**src/ccfb_pkg.sv**
```systemverilog
package ccfb_pkg;

  localparam int unsigned WORD_W = 12;

  localparam logic [WORD_W-1:0] WORD_SPOOL_STOP  = 12'h902;
  localparam logic [WORD_W-1:0] WORD_SPOOL_START = 12'h900;
  localparam logic [7:0]        FLAG_START       = 8'h8E;
  localparam logic [7:0]        FLAG_ESC         = 8'h9E;
  localparam logic [7:0]        FLAG_END         = 8'hAE;
  localparam logic [7:0]        ESC_OFFSET       = 8'h0D;
  localparam logic [15:0]       CRC_INIT         = 16'h1D0F;
  localparam logic [15:0]       CRC_POLY         = 16'h1021;
  localparam logic [7:0]        STATUS_BYTE      = 8'hFF;

  localparam logic [3:0] HDR_LAST       = 4'd4;
  localparam logic [3:0] BODY_LAST_NOVAL = 4'd7;
  localparam logic [3:0] BODY_LAST_VAL  = 4'd11;
  localparam logic [3:0] CRC_LAST       = 4'd1;

  typedef enum logic [2:0] {
    SRC_STOP  = 3'd0,
    SRC_SOF   = 3'd1,
    SRC_HDR   = 3'd2,
    SRC_BODY  = 3'd3,
    SRC_CRC   = 3'd4,
    SRC_EOF   = 3'd5,
    SRC_SPOOL = 3'd6
  } src_e;

  typedef struct packed {
    logic       load;
    logic       emit;
    src_e       src;
    logic [2:0] hdr_idx;
    logic       esc_hi;
    logic       esc_lo;
    logic       shift;
    logic       crc_upd;
    logic       last;
  } cmd_t;

  typedef struct packed {
    logic out_free;
    logic body_flag;
    logic crc_flag;
  } sts_t;

  function automatic logic [7:0] hdr_byte(logic [2:0] idx);
    logic [7:0] b;
    case (idx)
      3'd0:    b = 8'h00;
      3'd1:    b = 8'h12;
      3'd2:    b = 8'hC0;
      3'd3:    b = 8'hFF;
      3'd4:    b = 8'hEE;
      default: b = 8'h00;
    endcase
    return b;
  endfunction

  function automatic logic is_flag(logic [7:0] b);
    return (b == FLAG_START) || (b == FLAG_ESC) || (b == FLAG_END);
  endfunction

  function automatic logic [15:0] crc_byte(logic [15:0] crc, logic [7:0] b);
    logic [15:0] c;
    c = crc ^ {b, 8'h00};
    for (int k = 0; k < 8; k++) begin
      if (c[15]) begin
        c = {c[14:0], 1'b0} ^ CRC_POLY;
      end else begin
        c = {c[14:0], 1'b0};
      end
    end
    return c;
  endfunction

endpackage

```
**src/ccfb_if.sv**
```systemverilog
interface ccfb_cmd_if;
  logic        valid;
  logic        ready;
  logic [31:0] func;
  logic [31:0] value;
  logic        has_value;

  modport source (output valid, output func, output value, output has_value, input ready);
  modport sink   (input valid, input func, input value, input has_value, output ready);
endinterface

interface ccfb_frame_if;
  logic                           valid;
  logic                           ready;
  logic [ccfb_pkg::WORD_W-1:0]    out_word;
  logic                           last;

  modport source (output valid, output out_word, output last, input ready);
  modport sink   (input valid, input out_word, input last, output ready);
endinterface

```
**src/camera_command_frame_builder.sv**
```systemverilog
// Camera command frame builder.
// cmd_i (sink) carries one command: func, value and has_value. frame_o
// (source) carries the frame as 12-bit I2C write words, one word per
// transaction, with last set on the closing spool-start word 0x900.
// A frame is 19 to 25 words without a value and 23 to 33 words with one,
// the spread set by how many bytes need an escape pair.
// A controller walks the frame one word per cycle while frame_o does not
// stall; a datapath holds the command bytes, the running CRC and the
// output register. After a command is taken the controller moves to its
// STOP state and the first word is then loaded into the output register.
// cmd_i.ready is high only while the controller is idle, so a new command
// is taken only once the last word of the previous frame has been loaded.
// When frame_o stalls, the output register holds its word and the
// controller halts; nothing is dropped.
// Reset returns the controller to idle and empties the output register.
module camera_command_frame_builder (
  input  logic                 clk_i,
  input  logic                 rst_ni,
  ccfb_cmd_if.sink             cmd_i,
  ccfb_frame_if.source         frame_o
);

  ccfb_pkg::cmd_t cmd;
  ccfb_pkg::sts_t sts;

  ccfb_ctrl u_ctrl (
    .clk_i       (clk_i),
    .rst_ni      (rst_ni),
    .in_valid_i  (cmd_i.valid),
    .in_ready_o  (cmd_i.ready),
    .has_value_i (cmd_i.has_value),
    .sts_i       (sts),
    .cmd_o       (cmd)
  );

  ccfb_dp u_dp (
    .clk_i       (clk_i),
    .rst_ni      (rst_ni),
    .cmd_i       (cmd),
    .func_i      (cmd_i.func),
    .value_i     (cmd_i.value),
    .out_ready_i (frame_o.ready),
    .sts_o       (sts),
    .out_valid_o (frame_o.valid),
    .out_word_o  (frame_o.out_word),
    .out_last_o  (frame_o.last)
  );

endmodule

```
**src/ccfb_ctrl.sv**
```systemverilog
module ccfb_ctrl (
  input  logic            clk_i,
  input  logic            rst_ni,
  input  logic            in_valid_i,
  output logic            in_ready_o,
  input  logic            has_value_i,
  input  ccfb_pkg::sts_t  sts_i,
  output ccfb_pkg::cmd_t  cmd_o
);

  typedef enum logic [7:0] {
    S_IDLE  = 8'b0000_0001,
    S_STOP  = 8'b0000_0010,
    S_SOF   = 8'b0000_0100,
    S_HDR   = 8'b0000_1000,
    S_BODY  = 8'b0001_0000,
    S_CRC   = 8'b0010_0000,
    S_EOF   = 8'b0100_0000,
    S_SPOOL = 8'b1000_0000
  } state_e;

  state_e     state_q, state_d;
  logic [3:0] cnt_q, cnt_d;
  logic       esc_q, esc_d;
  logic       has_val_q, has_val_d;
  logic [3:0] body_last;

  assign body_last  = has_val_q ? ccfb_pkg::BODY_LAST_VAL : ccfb_pkg::BODY_LAST_NOVAL;
  assign in_ready_o = (state_q == S_IDLE);

  always_comb begin
    state_d   = state_q;
    cnt_d     = cnt_q;
    esc_d     = esc_q;
    has_val_d = has_val_q;
    cmd_o     = '0;
    cmd_o.src = ccfb_pkg::SRC_STOP;
    cmd_o.hdr_idx = cnt_q[2:0];
    unique case (state_q)
      S_IDLE: begin
        if (in_valid_i) begin
          cmd_o.load = 1'b1;
          has_val_d  = has_value_i;
          cnt_d      = '0;
          esc_d      = 1'b0;
          state_d    = S_STOP;
        end
      end
      S_STOP: begin
        cmd_o.src = ccfb_pkg::SRC_STOP;
        if (sts_i.out_free) begin
          cmd_o.emit = 1'b1;
          state_d    = S_SOF;
        end
      end
      S_SOF: begin
        cmd_o.src = ccfb_pkg::SRC_SOF;
        if (sts_i.out_free) begin
          cmd_o.emit = 1'b1;
          cnt_d      = '0;
          state_d    = S_HDR;
        end
      end
      S_HDR: begin
        cmd_o.src = ccfb_pkg::SRC_HDR;
        if (sts_i.out_free) begin
          cmd_o.emit    = 1'b1;
          cmd_o.crc_upd = 1'b1;
          if (cnt_q == ccfb_pkg::HDR_LAST) begin
            cnt_d   = '0;
            state_d = S_BODY;
          end else begin
            cnt_d = cnt_q + 4'd1;
          end
        end
      end
      S_BODY: begin
        cmd_o.src = ccfb_pkg::SRC_BODY;
        if (sts_i.out_free) begin
          cmd_o.emit = 1'b1;
          if (sts_i.body_flag && !esc_q) begin
            cmd_o.esc_hi = 1'b1;
            esc_d        = 1'b1;
          end else begin
            cmd_o.esc_lo  = esc_q;
            cmd_o.shift   = 1'b1;
            cmd_o.crc_upd = 1'b1;
            esc_d         = 1'b0;
            if (cnt_q == body_last) begin
              cnt_d   = '0;
              state_d = S_CRC;
            end else begin
              cnt_d = cnt_q + 4'd1;
            end
          end
        end
      end
      S_CRC: begin
        cmd_o.src = ccfb_pkg::SRC_CRC;
        if (sts_i.out_free) begin
          cmd_o.emit = 1'b1;
          if (sts_i.crc_flag && !esc_q) begin
            cmd_o.esc_hi = 1'b1;
            esc_d        = 1'b1;
          end else begin
            cmd_o.esc_lo = esc_q;
            cmd_o.shift  = 1'b1;
            esc_d        = 1'b0;
            if (cnt_q == ccfb_pkg::CRC_LAST) begin
              cnt_d   = '0;
              state_d = S_EOF;
            end else begin
              cnt_d = cnt_q + 4'd1;
            end
          end
        end
      end
      S_EOF: begin
        cmd_o.src = ccfb_pkg::SRC_EOF;
        if (sts_i.out_free) begin
          cmd_o.emit = 1'b1;
          state_d    = S_SPOOL;
        end
      end
      S_SPOOL: begin
        cmd_o.src  = ccfb_pkg::SRC_SPOOL;
        cmd_o.last = 1'b1;
        if (sts_i.out_free) begin
          cmd_o.emit = 1'b1;
          state_d    = S_IDLE;
        end
      end
      default: begin
        state_d = S_IDLE;
      end
    endcase
  end

  always_ff @(posedge clk_i or negedge rst_ni) begin
    if (!rst_ni) begin
      state_q   <= S_IDLE;
      cnt_q     <= '0;
      esc_q     <= 1'b0;
      has_val_q <= 1'b0;
    end else begin
      state_q   <= state_d;
      cnt_q     <= cnt_d;
      esc_q     <= esc_d;
      has_val_q <= has_val_d;
    end
  end

  a_idle_no_esc: assert property (@(posedge clk_i) disable iff (!rst_ni)
    (state_q == S_IDLE) |-> !esc_q)
    else $error("escape pending while idle");

  a_accept_starts: assert property (@(posedge clk_i) disable iff (!rst_ni)
    (in_valid_i && in_ready_o) |=> (state_q == S_STOP))
    else $error("accepted command did not start a frame");

  a_body_bound: assert property (@(posedge clk_i) disable iff (!rst_ni)
    (state_q == S_BODY) |-> (cnt_q <= body_last))
    else $error("body index out of range");

endmodule

```
**src/ccfb_dp.sv**
```systemverilog
module ccfb_dp (
  input  logic                         clk_i,
  input  logic                         rst_ni,
  input  ccfb_pkg::cmd_t               cmd_i,
  input  logic [31:0]                  func_i,
  input  logic [31:0]                  value_i,
  input  logic                         out_ready_i,
  output ccfb_pkg::sts_t               sts_o,
  output logic                         out_valid_o,
  output logic [ccfb_pkg::WORD_W-1:0]  out_word_o,
  output logic                         out_last_o
);

  logic [95:0]                  body_q;
  logic [15:0]                  crc_q;
  logic                         out_valid_q;
  logic [ccfb_pkg::WORD_W-1:0]  out_word_q, word_d;
  logic                         out_last_q;
  logic [7:0]                   body_b, crc_b, hdr_b, data_b, stuff_b, crc_in;

  assign body_b = body_q[95:88];
  assign crc_b  = crc_q[15:8];
  assign hdr_b  = ccfb_pkg::hdr_byte(cmd_i.hdr_idx);
  assign data_b = (cmd_i.src == ccfb_pkg::SRC_CRC) ? crc_b : body_b;
  assign crc_in = (cmd_i.src == ccfb_pkg::SRC_HDR) ? hdr_b : body_b;

  always_comb begin
    if (cmd_i.esc_hi) begin
      stuff_b = ccfb_pkg::FLAG_ESC;
    end else if (cmd_i.esc_lo) begin
      stuff_b = data_b - ccfb_pkg::ESC_OFFSET;
    end else begin
      stuff_b = data_b;
    end
  end

  always_comb begin
    case (cmd_i.src) inside
      ccfb_pkg::SRC_STOP:  word_d = ccfb_pkg::WORD_SPOOL_STOP;
      ccfb_pkg::SRC_SOF:   word_d = {4'h0, ccfb_pkg::FLAG_START};
      ccfb_pkg::SRC_HDR:   word_d = {4'h0, hdr_b};
      ccfb_pkg::SRC_BODY,
      ccfb_pkg::SRC_CRC:   word_d = {4'h0, stuff_b};
      ccfb_pkg::SRC_EOF:   word_d = {4'h0, ccfb_pkg::FLAG_END};
      ccfb_pkg::SRC_SPOOL: word_d = ccfb_pkg::WORD_SPOOL_START;
      default:             word_d = ccfb_pkg::WORD_SPOOL_START;
    endcase
  end

  assign sts_o.out_free  = !out_valid_q || out_ready_i;
  assign sts_o.body_flag = ccfb_pkg::is_flag(body_b);
  assign sts_o.crc_flag  = ccfb_pkg::is_flag(crc_b);

  always_ff @(posedge clk_i or negedge rst_ni) begin
    if (!rst_ni) begin
      out_valid_q <= 1'b0;
    end else if (cmd_i.emit) begin
      out_valid_q <= 1'b1;
    end else if (out_ready_i) begin
      out_valid_q <= 1'b0;
    end
  end

  always_ff @(posedge clk_i) begin
    if (cmd_i.emit) begin
      out_word_q <= word_d;
      out_last_q <= cmd_i.last;
    end
    if (cmd_i.load) begin
      body_q <= {func_i, {4{ccfb_pkg::STATUS_BYTE}}, value_i};
    end else if (cmd_i.shift && (cmd_i.src == ccfb_pkg::SRC_BODY)) begin
      body_q <= {body_q[87:0], 8'h00};
    end
    if (cmd_i.load) begin
      crc_q <= ccfb_pkg::CRC_INIT;
    end else if (cmd_i.crc_upd) begin
      crc_q <= ccfb_pkg::crc_byte(crc_q, crc_in);
    end else if (cmd_i.shift && (cmd_i.src == ccfb_pkg::SRC_CRC)) begin
      crc_q <= {crc_q[7:0], 8'h00};
    end
  end

  assign out_valid_o = out_valid_q;
  assign out_word_o  = out_word_q;
  assign out_last_o  = out_last_q;

  a_emit_free: assert property (@(posedge clk_i) disable iff (!rst_ni)
    cmd_i.emit |-> (!out_valid_q || out_ready_i))
    else $error("word loaded over a pending word");

  a_last_word: assert property (@(posedge clk_i) disable iff (!rst_ni)
    (out_valid_q && out_last_q) |-> (out_word_q == ccfb_pkg::WORD_SPOOL_START))
    else $error("last flag on a word other than spool start");

  a_load_idle: assert property (@(posedge clk_i) disable iff (!rst_ni)
    cmd_i.load |-> !cmd_i.emit)
    else $error("load and emit in one cycle");

endmodule
```
**src/flat_wrapper.sv**
```systemverilog
// flat-port wrapper written by rule: the top's interface ports become plain ports
module camera_command_frame_builder_flat 
  (clk_i, rst_ni, cmd_i_valid, cmd_i_func, cmd_i_value, cmd_i_has_value, cmd_i_ready, frame_o_valid, frame_o_out_word, frame_o_last, frame_o_ready);
  ccfb_cmd_if cmd_i_i ();
  ccfb_frame_if frame_o_i ();
  input  logic clk_i;
  input  logic rst_ni;
  input wire logic [$bits(cmd_i_i.valid)-1:0] cmd_i_valid;
  input wire logic [$bits(cmd_i_i.func)-1:0] cmd_i_func;
  input wire logic [$bits(cmd_i_i.value)-1:0] cmd_i_value;
  input wire logic [$bits(cmd_i_i.has_value)-1:0] cmd_i_has_value;
  output wire logic [$bits(cmd_i_i.ready)-1:0] cmd_i_ready;
  output wire logic [$bits(frame_o_i.valid)-1:0] frame_o_valid;
  output wire logic [$bits(frame_o_i.out_word)-1:0] frame_o_out_word;
  output wire logic [$bits(frame_o_i.last)-1:0] frame_o_last;
  input wire logic [$bits(frame_o_i.ready)-1:0] frame_o_ready;
  assign cmd_i_i.valid = cmd_i_valid;
  assign cmd_i_i.func = cmd_i_func;
  assign cmd_i_i.value = cmd_i_value;
  assign cmd_i_i.has_value = cmd_i_has_value;
  assign cmd_i_ready = cmd_i_i.ready;
  assign frame_o_valid = frame_o_i.valid;
  assign frame_o_out_word = frame_o_i.out_word;
  assign frame_o_last = frame_o_i.last;
  assign frame_o_i.ready = frame_o_ready;
  camera_command_frame_builder u_core (.clk_i(clk_i), .rst_ni(rst_ni), .cmd_i(cmd_i_i), .frame_o(frame_o_i));
endmodule
```
**config.mk**
```make
export PLATFORM = sky130hd
export DESIGN_NAME = camera_command_frame_builder_flat
export DESIGN_NICKNAME = d
export VERILOG_FILES = /design/src/ccfb_pkg.sv /design/src/ccfb_if.sv /design/src/camera_command_frame_builder.sv /design/src/ccfb_ctrl.sv /design/src/ccfb_dp.sv /design/src/flat_wrapper.sv
export SDC_FILE = /design/constraint.sdc
export NUM_CORES = 1
export LEC_CHECK = 0
export BUFFER_PORTS_ARGS = -buffer_cell sky130_fd_sc_hd__buf_2
export CELL_PAD_IN_SITES_DETAIL_PLACEMENT = 0
export CELL_PAD_IN_SITES_GLOBAL_PLACEMENT = 1
export CORE_AREA = 2 2 133 135
export CTS_CLUSTER_SIZE = 30
export DETAILED_ROUTE_END_ITERATION = 8
export DIE_AREA = 0 0 135 137
export PLACE_DENSITY = 0.73
export SLEW_MARGIN = 20
export SYNTH_ARGS = -nofsm -noshare
export SYNTH_HDL_FRONTEND = slang
export SYNTH_HIERARCHICAL = 1
export SYNTH_SLANG_ARGS = --single-unit
```
**constraint.sdc**
```tcl
create_clock -name clk_i -period 4.7 [get_ports clk_i]
set_input_delay 0.47 -clock clk_i [delete_from_list [all_inputs] [get_ports clk_i]]
set_output_delay 0.47 -clock clk_i [all_outputs]
set_load 0.005 [all_outputs]
```
==> results_dict.tcl <==
set metrics [dict create \
    startpoint "u_core/u_ctrl/state_q[5]" \
    rsz0062_at_grt "false" \
    fin_crit_ns 3.96 \
    grt_first_pass_wirelength_um 24600 \
    synth_flop_cell "edfxtp_1" \
    drt_first_iter_violations 352 \
    cpPeakStageDelay_ns 0.55 \
    clkSinkCount 137 \
    r2r_slack_ns 0.74 \
    cp.arrival_ns 4.27 \
    async_flop_share_pct 10.9 \
    cts-buffers-inserted 17 \
    path_depth 11 \
    max_slew_margin_pct 47.2 \
    finalSetupViolCount 0 \
    hp-class "in -> reg" \
    fin_setup_tns_ns 0 \
    dp_hpwl_um 9970 \
    worstSetupStartpointType "register" \
    drc_errors 0 \
    min_path_cells 2 \
    ir_drop_uv 268 \
    cts_max_level 4 \
    grt_overflow 0 \
    antenna_found_initial 0 \
    ys_warn_count 6 \
    rows 48 \
    worstMarginPinSlew_ns 0.772 \
    fillers 1612 \
    worstSetupEndpointType "register" \
    wire_per_inst_um 14.7 \
    critPathTopFamily "simple AND/OR/NAND/NOR gates" \
    place_ws_ns 0.826 \
    min-delay-start "cmd_i_valid" \
    hold_viol 0 \
    grt_usage_pct 16.7 \
    r2r-start "u_core/u_ctrl/state_q[5]" \
    required_ns 5.01 \
    routed_wl_um 14600 \
    cts.clk_slew.worst_paths_ns 0.06 \
    root_buffer "clkbuf_16" \
    synth-seq-cells 137 \
    grt_pass1_vias 5047 \
    cts_tree "done" \
    netlist_instances 699 \
    yosysUniqueCellTypes 74 \
    num-nets-final 834 \
    seq_area_frac_synth_pct 52.0 \
    postRouteAntennaNets 0 \
    power_density_mw_per_mm2 535 \
    crit_buf_inv 1 \
    cts_buffer_depth 2 \
    critPathKind "reg -> reg" \
    grt_util_met3_pct 3.48 \
    r2r.worst_path.cells 11 \
    place_congestion 0.874 \
    p_total_w 0.00430 \
    area_growth_pct 17.3 \
    core_area_mm2 0.0171 \
    fin_crit_sh_pct 84.3 \
    drive_above_1_share_pct 18.7 \
    die_h_um 137 \
    post_cts_buffers 0 \
    slowest_stage "nor4_1" \
    portBuffers 81 \
    clk_latency_ns 0.42 \
    grt_max_degree 121 \
    use_met1_pct 20.9 \
    status "finished, final reports clean" \
    drv_slew 0 \
    cts_resized 0 \
    clock_skew_ns 0.0130 \
    syn_avg_cell_area_um2 9.80 \
    die_area_mm2 0.0185 \
    synth_edf_count 74 \
    critPathMaxFanout 14 \
    io_pins 84 \
    grt_use_met2_pct 28.4 \
    maxCapViolations 0 \
    netlist_area_mm2 0.00685 \
    max_freq_mhz 252 \
    die-width_um 135 \
    busiest_layer "met2" \
    initial_utilization_pct 40.2 \
    first_pass_iters 4 \
    vias_per_cell 5.14 \
    fin_ws_ns 0.737 \
    p_leak_nw 2.90 \
    vias 5131 \
    worstPathCellList "nor4_1 -> nand4b_1 -> o41ai_1 -> buf_4 -> nor3b_1 -> and3_1 -> o221a_2 -> xnor3_1 -> and2_1 -> or3_1 -> a21o_1" \
    n_antenna_cell 0 \
]
==> worst paths after layout <==
check	to
max	u_core/u_dp/crc_q[8]
min	u_core/u_ctrl/state_q[0]
max reg2reg	u_core/u_dp/crc_q[8]
min reg2reg	u_core/u_dp/body_q[57]
max in group asynchronous	u_core/u_ctrl/state_q[0]
min in group asynchronous	u_core/u_ctrl/esc_q
==> area by class of cell <==
| class | count | area [um^2] | area share (%) |
|---|---|---|---|
| multi-input cells | 497 | 3010 | 37.4 |
| repair buffers | 94 | 518 | 6.44 |
| clock inverters | 15 | 191 | 2.38 |
| clock buffers | 17 | 425 | 5.29 |
| well taps | 225 | 282 | 3.50 |
| inverters | 14 | 55.1 | 0.685 |
| flip-flops and latches | 137 | 3560 | 44.3 |
==> placed cells by master (no fill, tap or decap), types with 7 or more instances in the layout <==
cell type / count
a211o_1: 33
a21oi_1: 18
and2_1: 9
buf_2: 81
buf_4: 11
clkbuf_16: 17
dfrtp_1: 14
dfxtp_1: 48
edfxtp_1: 74
inv_1: 13
mux2i_1: 9
nand2_1: 140
nand2b_1: 11
nand3_1: 9
nor2_1: 19
nor2b_1: 36
nor3_1: 7
o21ai_0: 77
xnor2_1: 12
xor2_1: 8
==> stage by stage <==
step,hold WS (ns),cells,instance area [um^2],util [%]
finish,0.270,999,8040,47.1
global route,0.255,999,8040,47.1
CTS,0.244,999,8040,47.1
detailed placement,0.404,966,7410,43.5
global placement,0.401,966,7410,43.5
floorplan,0.174,700,6860,-
==> sequential cells by signal, indices dropped and copies added, names as in the netlist <==
name / cells
u_core/u_ctrl/cnt_q: 4
u_core/u_ctrl/esc_q: 1
u_core/u_ctrl/has_val_q: 1
u_core/u_ctrl/state_q: 8
u_core/u_dp/body_q: 96
u_core/u_dp/crc_q: 16
u_core/u_dp/out_last_o: 1
u_core/u_dp/out_valid_o: 1
u_core/u_dp/out_word_o: 9
==> cell usage after synthesis, types with 5 or more instances <==
cell      count  area (um^2)
nand2b_1     11         68.8
dfrtp_1      14          350
xor2_1        8         70.1
inv_1        14         52.6
edfxtp_1     74         2220
a21oi_1      18         90.1
a211o_1      33          289
nor2_1       19         71.3
xnor2_1      12          105
mux2i_1       9         90.1
nand3_1       9         45.0
buf_4         7         52.6
o21ai_0      77          385
a21o_1        6         45.0
nor2b_1      36          225
dfxtp_1      48          961
o21bai_1      5         37.5
clkbuf_1     39          146
nand2_1     140          526
nor3_1        7         35.0
and2_1        9         56.3
==> what timing repair did <==
item,in CTS,in global routing
hold buffers,1,0
hold endpoints to repair,14,0
endpoints found under the setup margin,0,0
==> cells by family after synthesis <==
kind of cell             after synthesis  share of synthesized area (%)
other                                  1                         0.0547
AO/OA/AOI/OAI                        180                           17.5
multiplexers                          15                           2.30
AND/OR/NAND/NOR                      274                           19.9
buffers and inverters                 66                           4.27
flip-flops                           137                           52.0
XOR/XNOR                              22                           3.21
adder cells (fa/ha/maj)                4                          0.730
==> where the power goes <==
group | switching, W | total (W) | internal, W | leakage, nW
sequential | 0.000170 | 0.00180 | 0.00163 | 1.28
clock | 0.000534 | 0.00138 | 0.000847 | 0.292
combinational | 0.000682 | 0.00112 | 0.000439 | 1.33
==> layer usage <==
layer,share of wire (%),wire length (um),vias up
li1,-,-,2605
met1,46,6710,2404
met2,49,7140,99
met3,3.4,493,23
met4,2.1,305,0
met5,0,0,-
Note: power is estimated with default switching activity, not from simulation.
